<file path="src/psc_pkg.sv">
`timescale 1ns / 1ps

package psc_pkg;

    // Largest packet length in bytes; it sets the saturation point of the bit total.
    localparam longint unsigned MAX_PACKET_BYTES = 64'd16777216;

    localparam int TOTAL_W = 28;
    localparam longint unsigned TOTAL_RAW = MAX_PACKET_BYTES * 64'd8;
    localparam longint unsigned TOTAL_MAX = 64'h0FFF_FFFF;
    localparam logic [TOTAL_W-1:0] TOTAL_BOUND =
        TOTAL_W'((TOTAL_RAW > TOTAL_MAX) ? TOTAL_MAX : TOTAL_RAW);

    // The escape byte that follows two zero bytes.
    localparam logic [7:0] ESC_BYTE = 8'd2;
    localparam logic [3:0] ESC_BITS = 4'd6;
    localparam logic [3:0] BYTE_BITS = 4'd8;

    // Queue between the front and the back.
    localparam int QUEUE_DEPTH = 4;
    localparam int QPTR_W = $clog2(QUEUE_DEPTH);
    localparam int QCNT_W = $clog2(QUEUE_DEPTH + 1);

    // Everything one input word produces: an optional full byte, then an
    // optional flushed partial byte at the end of a packet.
    typedef struct packed {
        logic               has_full;
        logic [7:0]         full_byte;
        logic               has_part;
        logic [7:0]         part_byte;
        logic [3:0]         part_bits;
        logic               last;
        logic [TOTAL_W-1:0] total;
    } job_t;

endpackage

</file>
<file path="src/psc_if.sv">
`timescale 1ns / 1ps

// Input channel: one packet byte per word.
interface psc_in_if;
    logic       valid;
    logic       ready;
    logic [7:0] data_byte;
    logic       last_byte;

    modport source (output valid, output data_byte, output last_byte, input ready);
    modport sink (input valid, input data_byte, input last_byte, output ready);
endinterface

// Output channel: one output byte per word.
interface psc_out_if;
    logic        valid;
    logic        ready;
    logic [7:0]  out_byte;
    logic [3:0]  valid_bits;
    logic        end_of_packet;
    logic [27:0] total_bits;

    modport source (output valid, output out_byte, output valid_bits,
                    output end_of_packet, output total_bits, input ready);
    modport sink (input valid, input out_byte, input valid_bits,
                  input end_of_packet, input total_bits, output ready);
endinterface

</file>
<file path="src/psc_front.sv">
`timescale 1ns / 1ps

module psc_front (
    input  logic          clk,
    input  logic          rst_n,
    psc_in_if.sink        in_ch,
    input  logic          q_ready,
    output logic          push,
    output psc_pkg::job_t push_job
);
    import psc_pkg::*;

    logic               prev_zero_reg, prev_zero_next;
    logic               prev_prev_zero_reg, prev_prev_zero_next;
    logic [6:0]         pending_bits_reg, pending_bits_next;
    logic [2:0]         pending_count_reg, pending_count_next;
    logic [TOTAL_W-1:0] bit_total_reg, bit_total_next;

    logic               accept;
    logic               escape;
    logic [3:0]         k;
    logic [14:0]        acc;
    logic [3:0]         n;
    logic [2:0]         r;
    logic [6:0]         rem;
    logic [2:0]         rem_n;
    logic [7:0]         full_byte;
    logic [7:0]         part_byte;
    logic [TOTAL_W:0]   sum;
    logic [TOTAL_W-1:0] total_sat;

    // A word is taken whenever the queue has room; only words that complete
    // an output byte or end a packet leave a job in the queue.
    assign in_ch.ready = q_ready;
    assign accept = in_ch.valid && q_ready;
    assign push = accept && (push_job.has_full || push_job.has_part);

    // Classify the byte and merge it behind the pending bits.
    always_comb
    begin
        escape = prev_prev_zero_reg && prev_zero_reg && (in_ch.data_byte == ESC_BYTE);
        k = escape ? ESC_BITS : BYTE_BITS;
        acc = escape ? {2'b00, pending_bits_reg, in_ch.data_byte[7:2]}
                     : {pending_bits_reg, in_ch.data_byte};
        n = {1'b0, pending_count_reg} + k;
        r = n[2:0];
        full_byte = 8'(acc >> r);
        if (n >= BYTE_BITS)
        begin
            rem = 7'(acc & ((15'd1 << r) - 15'd1));
            rem_n = r;
        end
        else
        begin
            rem = acc[6:0];
            rem_n = n[2:0];
        end
        part_byte = 8'({1'b0, rem} << (BYTE_BITS - {1'b0, rem_n}));
        sum = {1'b0, bit_total_reg} + (TOTAL_W + 1)'(k);
        total_sat = (sum > {1'b0, TOTAL_BOUND}) ? TOTAL_BOUND : sum[TOTAL_W-1:0];
    end

    // Build the job word for the queue.
    always_comb
    begin
        push_job.has_full = (n >= BYTE_BITS);
        push_job.full_byte = full_byte;
        push_job.has_part = in_ch.last_byte && (rem_n != 3'd0);
        push_job.part_byte = part_byte;
        push_job.part_bits = {1'b0, rem_n};
        push_job.last = in_ch.last_byte;
        push_job.total = total_sat;
    end

    // Next state; the end of a packet clears all history.
    always_comb
    begin
        prev_zero_next = prev_zero_reg;
        prev_prev_zero_next = prev_prev_zero_reg;
        pending_bits_next = pending_bits_reg;
        pending_count_next = pending_count_reg;
        bit_total_next = bit_total_reg;
        if (accept)
        begin
            if (in_ch.last_byte)
            begin
                prev_zero_next = 1'b0;
                prev_prev_zero_next = 1'b0;
                pending_bits_next = '0;
                pending_count_next = '0;
                bit_total_next = '0;
            end
            else
            begin
                prev_prev_zero_next = prev_zero_reg;
                prev_zero_next = (in_ch.data_byte == 8'd0);
                pending_bits_next = rem;
                pending_count_next = rem_n;
                bit_total_next = total_sat;
            end
        end
    end

    always_ff @(posedge clk or negedge rst_n)
    begin
        if (!rst_n)
        begin
            prev_zero_reg <= 1'b0;
            prev_prev_zero_reg <= 1'b0;
            pending_bits_reg <= '0;
            pending_count_reg <= '0;
            bit_total_reg <= '0;
        end
        else
        begin
            prev_zero_reg <= prev_zero_next;
            prev_prev_zero_reg <= prev_prev_zero_next;
            pending_bits_reg <= pending_bits_next;
            pending_count_reg <= pending_count_next;
            bit_total_reg <= bit_total_next;
        end
    end

endmodule

</file>
<file path="src/psc_queue.sv">
`timescale 1ns / 1ps

module psc_queue (
    input  logic          clk,
    input  logic          rst_n,
    input  logic          push,
    input  psc_pkg::job_t push_job,
    output logic          not_full,
    input  logic          pop,
    output logic          not_empty,
    output psc_pkg::job_t head_job
);
    import psc_pkg::*;

    job_t              mem [QUEUE_DEPTH];
    logic [QPTR_W-1:0] wr_ptr_reg, wr_ptr_next;
    logic [QPTR_W-1:0] rd_ptr_reg, rd_ptr_next;
    logic [QCNT_W-1:0] count_reg, count_next;

    assign not_full = (count_reg != QCNT_W'(QUEUE_DEPTH));
    assign not_empty = (count_reg != '0);
    assign head_job = mem[rd_ptr_reg];

    // Pointer and fill count update.
    always_comb
    begin
        wr_ptr_next = push ? QPTR_W'(wr_ptr_reg + 1'b1) : wr_ptr_reg;
        rd_ptr_next = pop ? QPTR_W'(rd_ptr_reg + 1'b1) : rd_ptr_reg;
        count_next = count_reg;
        if (push && !pop)
        begin
            count_next = count_reg + 1'b1;
        end
        else if (pop && !push)
        begin
            count_next = count_reg - 1'b1;
        end
    end

    always_ff @(posedge clk or negedge rst_n)
    begin
        if (!rst_n)
        begin
            wr_ptr_reg <= '0;
            rd_ptr_reg <= '0;
            count_reg <= '0;
        end
        else
        begin
            wr_ptr_reg <= wr_ptr_next;
            rd_ptr_reg <= rd_ptr_next;
            count_reg <= count_next;
        end
    end

    // Storage for queued jobs.
    always_ff @(posedge clk)
    begin
        if (push)
        begin
            mem[wr_ptr_reg] <= push_job;
        end
    end

    a_count_bound: assert property (@(posedge clk) disable iff (!rst_n)
        count_reg <= QCNT_W'(QUEUE_DEPTH))
        else $error("queue count above depth");

    a_no_pop_empty: assert property (@(posedge clk) disable iff (!rst_n)
        pop |-> not_empty)
        else $error("pop from empty queue");

    a_no_push_full: assert property (@(posedge clk) disable iff (!rst_n)
        push |-> not_full)
        else $error("push into full queue");

    a_count_step: assert property (@(posedge clk) disable iff (!rst_n)
        (push && !pop) |=> (count_reg == $past(count_reg) + 1'b1))
        else $error("queue count did not grow on push");

endmodule

</file>
<file path="src/psc_back.sv">
`timescale 1ns / 1ps

module psc_back (
    input  logic          clk,
    input  logic          rst_n,
    input  logic          not_empty,
    input  psc_pkg::job_t head_job,
    output logic          pop,
    psc_out_if.source     out_ch
);
    import psc_pkg::*;

    logic               phase_reg, phase_next;
    logic               out_valid_reg, out_valid_next;
    logic [7:0]         out_byte_reg, out_byte_next;
    logic [3:0]         valid_bits_reg, valid_bits_next;
    logic               eop_reg, eop_next;
    logic [TOTAL_W-1:0] total_reg, total_next;
    logic               load;
    logic               emit_full;

    assign load = not_empty && (!out_valid_reg || out_ch.ready);
    assign emit_full = !phase_reg && head_job.has_full;

    // Pick the next word from the head job: full byte first, then the flush.
    always_comb
    begin
        phase_next = phase_reg;
        pop = 1'b0;
        out_byte_next = out_byte_reg;
        valid_bits_next = valid_bits_reg;
        eop_next = eop_reg;
        total_next = total_reg;
        out_valid_next = out_valid_reg && !out_ch.ready;
        if (load)
        begin
            out_valid_next = 1'b1;
            if (emit_full)
            begin
                out_byte_next = head_job.full_byte;
                valid_bits_next = BYTE_BITS;
                eop_next = head_job.last && !head_job.has_part;
                total_next = (head_job.last && !head_job.has_part) ? head_job.total : '0;
                pop = !head_job.has_part;
                phase_next = head_job.has_part;
            end
            else
            begin
                out_byte_next = head_job.part_byte;
                valid_bits_next = head_job.part_bits;
                eop_next = 1'b1;
                total_next = head_job.total;
                pop = 1'b1;
                phase_next = 1'b0;
            end
        end
    end

    always_ff @(posedge clk or negedge rst_n)
    begin
        if (!rst_n)
        begin
            phase_reg <= 1'b0;
            out_valid_reg <= 1'b0;
        end
        else
        begin
            phase_reg <= phase_next;
            out_valid_reg <= out_valid_next;
        end
    end

    always_ff @(posedge clk)
    begin
        out_byte_reg <= out_byte_next;
        valid_bits_reg <= valid_bits_next;
        eop_reg <= eop_next;
        total_reg <= total_next;
    end

    assign out_ch.valid = out_valid_reg;
    assign out_ch.out_byte = out_byte_reg;
    assign out_ch.valid_bits = valid_bits_reg;
    assign out_ch.end_of_packet = eop_reg;
    assign out_ch.total_bits = total_reg;

    a_phase_needs_job: assert property (@(posedge clk) disable iff (!rst_n)
        phase_reg |-> (not_empty && head_job.has_part))
        else $error("second phase without a pending flush");

    a_no_overwrite: assert property (@(posedge clk) disable iff (!rst_n)
        (out_valid_reg && !out_ch.ready) |=> $stable(out_byte_reg))
        else $error("held output word changed");

    a_bits_range: assert property (@(posedge clk) disable iff (!rst_n)
        out_valid_reg |-> (valid_bits_reg != 4'd0 && valid_bits_reg <= BYTE_BITS))
        else $error("valid bit count out of range");

endmodule

</file>
<file path="src/pseudo_start_code_remover_top.sv">
`timescale 1ns / 1ps

// Pseudo start code remover. Each input word carries one packet byte; a byte
// of value 2 that follows two zero bytes of the same packet keeps only its top
// six bits, every other byte keeps all eight, and the bits are repacked MSB
// first into output bytes. On the last byte of a packet the remaining bits are
// flushed as a zero-padded partial byte marked end_of_packet together with the
// packet's saturating bit total. The front stage takes one byte per cycle while
// the queue has room; a four-entry job queue feeds the output stage, which sends
// one word per cycle while the output is ready, so a packet end that yields both a
// full and a partial byte costs a second output word that the queue absorbs.
module pseudo_start_code_remover_top (
    input logic       clk,
    input logic       rst_n,
    psc_in_if.sink    in_ch,
    psc_out_if.source out_ch
);
    import psc_pkg::*;

    logic push;
    logic pop;
    logic not_full;
    logic not_empty;
    job_t push_job;
    job_t head_job;

    psc_front u_front (
        .clk      (clk),
        .rst_n    (rst_n),
        .in_ch    (in_ch),
        .q_ready  (not_full),
        .push     (push),
        .push_job (push_job)
    );

    psc_queue u_queue (
        .clk       (clk),
        .rst_n     (rst_n),
        .push      (push),
        .push_job  (push_job),
        .not_full  (not_full),
        .pop       (pop),
        .not_empty (not_empty),
        .head_job  (head_job)
    );

    psc_back u_back (
        .clk       (clk),
        .rst_n     (rst_n),
        .not_empty (not_empty),
        .head_job  (head_job),
        .pop       (pop),
        .out_ch    (out_ch)
    );

endmodule
</file>
<file path="src/flat_wrapper.sv">
// flat-port wrapper written by rule: the top's interface ports become plain ports
module pseudo_start_code_remover_top_flat import psc_pkg::*;
  (clk, rst_n, in_ch_valid, in_ch_data_byte, in_ch_last_byte, in_ch_ready, out_ch_valid, out_ch_out_byte, out_ch_valid_bits, out_ch_end_of_packet, out_ch_total_bits, out_ch_ready);
  psc_in_if in_ch_i ();
  psc_out_if out_ch_i ();
  input logic clk;
  input logic rst_n;
  input wire logic [$bits(in_ch_i.valid)-1:0] in_ch_valid;
  input wire logic [$bits(in_ch_i.data_byte)-1:0] in_ch_data_byte;
  input wire logic [$bits(in_ch_i.last_byte)-1:0] in_ch_last_byte;
  output wire logic [$bits(in_ch_i.ready)-1:0] in_ch_ready;
  output wire logic [$bits(out_ch_i.valid)-1:0] out_ch_valid;
  output wire logic [$bits(out_ch_i.out_byte)-1:0] out_ch_out_byte;
  output wire logic [$bits(out_ch_i.valid_bits)-1:0] out_ch_valid_bits;
  output wire logic [$bits(out_ch_i.end_of_packet)-1:0] out_ch_end_of_packet;
  output wire logic [$bits(out_ch_i.total_bits)-1:0] out_ch_total_bits;
  input wire logic [$bits(out_ch_i.ready)-1:0] out_ch_ready;
  assign in_ch_i.valid = in_ch_valid;
  assign in_ch_i.data_byte = in_ch_data_byte;
  assign in_ch_i.last_byte = in_ch_last_byte;
  assign in_ch_ready = in_ch_i.ready;
  assign out_ch_valid = out_ch_i.valid;
  assign out_ch_out_byte = out_ch_i.out_byte;
  assign out_ch_valid_bits = out_ch_i.valid_bits;
  assign out_ch_end_of_packet = out_ch_i.end_of_packet;
  assign out_ch_total_bits = out_ch_i.total_bits;
  assign out_ch_i.ready = out_ch_ready;
  pseudo_start_code_remover_top u_core (.clk(clk), .rst_n(rst_n), .in_ch(in_ch_i), .out_ch(out_ch_i));
endmodule
</file>
<file path="config.mk">
export PLATFORM = sky130hd
export DESIGN_NAME = pseudo_start_code_remover_top_flat
export DESIGN_NICKNAME = d
export VERILOG_FILES = /design/src/psc_pkg.sv /design/src/psc_if.sv /design/src/psc_front.sv /design/src/psc_queue.sv /design/src/psc_back.sv /design/src/pseudo_start_code_remover_top.sv /design/src/flat_wrapper.sv
export SDC_FILE = /design/constraint.sdc
export NUM_CORES = 1
export LEC_CHECK = 0
export BUFFER_PORTS_ARGS = -buffer_cell sky130_fd_sc_hd__clkbuf_2
export CORE_MARGIN = 5
export CORE_UTILIZATION = 35
export CTS_CLUSTER_DIAMETER = 150
export DETAILED_ROUTE_END_ITERATION = 12
export PLACE_DENSITY_LB_ADDON = 0.15
export SLEW_MARGIN = 20
export SYNTH_ARGS = -nofsm -noshare
export SYNTH_HDL_FRONTEND = slang
export SYNTH_SLANG_ARGS = --single-unit
</file>
<file path="constraint.sdc">
create_clock -name clk -period 4.7 [get_ports clk]
set_input_delay 0.235 -clock clk [delete_from_list [all_inputs] [get_ports clk]]
set_output_delay 0.235 -clock clk [all_outputs]
set_load 0.005 [all_outputs]
</file>
==> impl_metrics.ini <==
[timing]
fin_skew_ns = 0.0160
finalHoldViolCount = 0
period_utilization_post_route_pct = 88.9
timing_worst_slew_pin_value_ns = 0.962
report.final.slew_viol_count = 0
relSlewSlack_pct = 35.9
period_minus_slack_ns = 4.18
maxClockFrequency_ghz = 0.239
rsz0062_at_grt = no
final-setup-viol-count = 0

[power]
max-vdd-ir-drop_v = 0.000268
pwr-share-seq_pct = 43.2
pwr-share-clk_pct = 31.4
intPower_w = 0.00593
combinationalPowerShare_pct = 25.4
power_switching_w = 0.00232
power.static_leakage_nw = 5.28
switching_share_pct = 28.2
p_per_area_nw_per_um2 = 561

[placement]
gp_congestion = 0.835
number_of_placed_instances_with_taps_included = 1336
placed_cell_area_um2 = 13600
portBuffers = 54
hpwlAfterDp_um = 18100

[setup_path]
crit_path_start_kind = register
end_kind = register
crit_arrival_ns = 4.63
setup.worst_path.class = register to register
crit_path_max_fanout = 23
cp.required_ns = 5.15

[finish]
post_route_cells_drive_above_1_share_pct = 25.4
largest_register_ff_count = 196
total_non_filler_cell_area_in_the_finished_layout_um2 = 14700
finalNonFillerCells = 1398
finish.net_count = 942
insertedDiodeCount = 0
layout_area_overhead_pct = 16.4

[clock_tree]
tritoncts_clock_tree = done
cts-root-buf = sky130_fd_sc_hd__clkbuf_16
clock_sinks = 284
cts-buffers-inserted = 31
path_clk_slew_ns = 0.07
htreeDepth = 1
ctsLongestPathBuffers = 3
worst_skew_pair.late_latency_ns = 0.57

[routing]
post-route-drc-count = 0
routed_wirelength_um = 28600
met3_wl_post_dr_um = 1180
detailedRoute.firstPassIterationCount = 5
detailroute.via_count = 7180
vias_per_cell = 5.14
route.layer.met1.wl_um = 13600
drt_first_iter_violations = 370
met2RoutedLength_um = 13300
top_layer_used = met4
drtAntennaViolNets = 0
post_drt_wl_per_cell_um = 20.5

[global_routing]
grt_pass1_wl_um = 44900
antenna_found_initial = 0
grt_max_degree = 50
grt_pass1_vias = 7429
global_route.usage.total_pct = 14.4
overflow = 0

[yosys]
synth.ff_latch_count = 284
ys_types = 71
postSynth.asyncResetShare_pct = 16.9
post_synth.cell_area_avg_um2 = 15.0
seq_area_frac_synth_pct = 65.6
mappedNetlistNets = 873
syn_inst = 843
cell_area_synth_um2 = 12600
synth_top_flop_cell = sky130_fd_sc_hd__edfxtp_1
synth_enable_flop_cells = 236
yosysWarningCount = 0

[flow_run]
drv_cap = 0

[hold_path]
min_path_type = primary input to register

[floorplan]
die_area_um2 = 40000
core-area_um2 = 35600
placement_rows = 69
floorplan.die.height_um = 200
chipWidth_um = 200
pin_count = 56
initial_utilization_pct = 35.5

[status]
outcome = finished clean
[what timing repair did]
item | CTS | global route
hold buffers | 4 | 0
hold endpoints to repair | 50 | 0
gates resized for setup | 0 | 0
buffers inserted | 0 | 0
[path summary, 6_finish.rpt]
kind / from / endpoint / slack [ns] / depth (start not counted)
worst min register to register: u_core.u_front.pending_bits_reg[6]$_DFFE_PN0P_ / u_core.u_front.pending_bits_reg[6]$_DFFE_PN0P_ / 0.49 / 2
worst min-delay path: in_ch_data_byte[0] / u_core.u_front.pending_bits_reg[0]$_DFFE_PN0P_ / 0.07 / 3
min in group asynchronous: rst_n / u_core.u_queue.wr_ptr_reg[0]$_DFFE_PN0P_ / 0.31 / 3
max in group asynchronous: rst_n / u_core.u_queue.rd_ptr_reg[1]$_DFFE_PN0P_ / 3.88 / 3
worst max register to register: u_core.u_front.prev_zero_reg$_DFFE_PN0P_ / u_core.u_front.bit_total_reg[6]$_DFFE_PN0P_ / 0.52 / 15
worst max-delay path: u_core.u_front.prev_zero_reg$_DFFE_PN0P_ / u_core.u_front.bit_total_reg[6]$_DFFE_PN0P_ / 0.52 / 15
[metal layers]
layer,track usage (%),up-vias
met5,0,-
met4,3.30,0
met3,2.20,34
met2,22.8,138
met1,21.3,3662
li1,-,3346
[synth_stat cells, types with 14 or more instances]
master                     number  area (um2)
sky130_fd_sc_hd__o21ai_0       28         140
sky130_fd_sc_hd__xnor2_1       22         193
sky130_fd_sc_hd__ha_1          14         175
sky130_fd_sc_hd__nand2_1       52         195
sky130_fd_sc_hd__dfrtp_1       48        1200
sky130_fd_sc_hd__mux2i_1       15         150
sky130_fd_sc_hd__nor2b_1       35         219
sky130_fd_sc_hd__inv_1         19        71.3
sky130_fd_sc_hd__clkbuf_1      30         113
sky130_fd_sc_hd__mux4_2        49        1100
sky130_fd_sc_hd__mux2_2        14         158
sky130_fd_sc_hd__nor2_1        55         206
sky130_fd_sc_hd__a21oi_1       15        75.1
sky130_fd_sc_hd__o31ai_1       25         188
sky130_fd_sc_hd__edfxtp_1     236        7090
[kinds of logic after synthesis]
group                    Yosys count  share of synthesized area (%)
flip-flops                       284                           65.6
AND/OR/NAND/NOR                  232                           9.79
AO/OA/AOI/OAI                    123                           6.64
multiplexers                      78                           11.2
buffers and inverters             74                           2.58
XOR/XNOR                          33                           2.29
adder cells (fa/ha/maj)           17                           1.86
other                              2                         0.0594
[critical path: stages, from the launching register on]
cell and delay (ns):
sky130_fd_sc_hd__dfrtp_1 0.40, sky130_fd_sc_hd__nand3_1 0.09, sky130_fd_sc_hd__or2_2 0.19, sky130_fd_sc_hd__inv_2 0.08
sky130_fd_sc_hd__ha_1 0.22, sky130_fd_sc_hd__fa_1 0.42, sky130_fd_sc_hd__a21oi_2 0.39, sky130_fd_sc_hd__nor4_4 0.07
sky130_fd_sc_hd__buf_4 0.20, sky130_fd_sc_hd__a211o_1 0.30, sky130_fd_sc_hd__nand3_1 0.12, sky130_fd_sc_hd__nand4_1 0.13
sky130_fd_sc_hd__nor4_1 0.47, sky130_fd_sc_hd__a21boi_4 0.32, sky130_fd_sc_hd__nand2b_4 0.36, sky130_fd_sc_hd__o41ai_1 0.30
[power by group through the flow]
| stage | clock network [W] | logic [W] | registers, W |
|---|---|---|---|
| after global routing | 0.00277 | 0.00232 | 0.00362 |
| final | 0.00259 | 0.00210 | 0.00357 |
| after global placement | 0 | 0.00217 | 0.00362 |
| after CTS | 0.00266 | 0.00218 | 0.00358 |
| after detailed placement | 0 | 0.00217 | 0.00362 |
| after floorplan | 0 | 0.00139 | 0.00362 |
[layout by cell type (no fill, tap or decap), types with 7 or more instances in the layout]
cell,Yosys,layout
sky130_fd_sc_hd__a21oi_1,15,13
sky130_fd_sc_hd__buf_4,3,26
sky130_fd_sc_hd__clkbuf_16,0,31
sky130_fd_sc_hd__clkbuf_2,2,54
sky130_fd_sc_hd__clkinv_2,0,9
sky130_fd_sc_hd__dfrtp_1,48,46
sky130_fd_sc_hd__edfxtp_1,236,236
sky130_fd_sc_hd__ha_1,14,14
sky130_fd_sc_hd__inv_1,19,19
sky130_fd_sc_hd__mux2_2,14,14
sky130_fd_sc_hd__mux2i_1,15,15
sky130_fd_sc_hd__mux4_2,49,49
sky130_fd_sc_hd__nand2_1,52,52
sky130_fd_sc_hd__nand2b_1,7,7
sky130_fd_sc_hd__nand3_1,9,9
sky130_fd_sc_hd__nand4_1,11,11
sky130_fd_sc_hd__nor2_1,55,55
sky130_fd_sc_hd__nor2b_1,35,35
sky130_fd_sc_hd__nor3_1,11,11
sky130_fd_sc_hd__o21ai_0,28,28
sky130_fd_sc_hd__o21ai_1,10,10
sky130_fd_sc_hd__o31ai_1,25,25
sky130_fd_sc_hd__xnor2_1,22,22
sky130_fd_sc_hd__xor2_1,11,11
[per-stage QoR]
stage	total power, W	setup slack [ns]	TNS (ns)	hold slack, ns	util, %
6_report	0.00825	0.523	0	0.0651	41.4
5_1_grt	0.00871	0.0416	0	0.0856	41.4
4_1_cts	0.00842	0.441	0	0.0406	41.4
3_5_place_dp	0.00579	0.0335	0	0.396	38.1
3_3_place_gp	0.00578	-0.0123	-0.0575	0.404	38.1
2_1_floorplan	0.00501	0.354	0	-0.0606	-
[final cells by class]
class | count | area (um2)
multi-input combinational | 485 | 4050
sequential | 284 | 8290
inverter | 21 | 78.8
fill | 3302 | 20900
tap | 461 | 577
clock inverter | 22 | 288
clock buffer | 36 | 815
timing repair buffer | 89 | 606
Power figures use the tool's default switching activity.
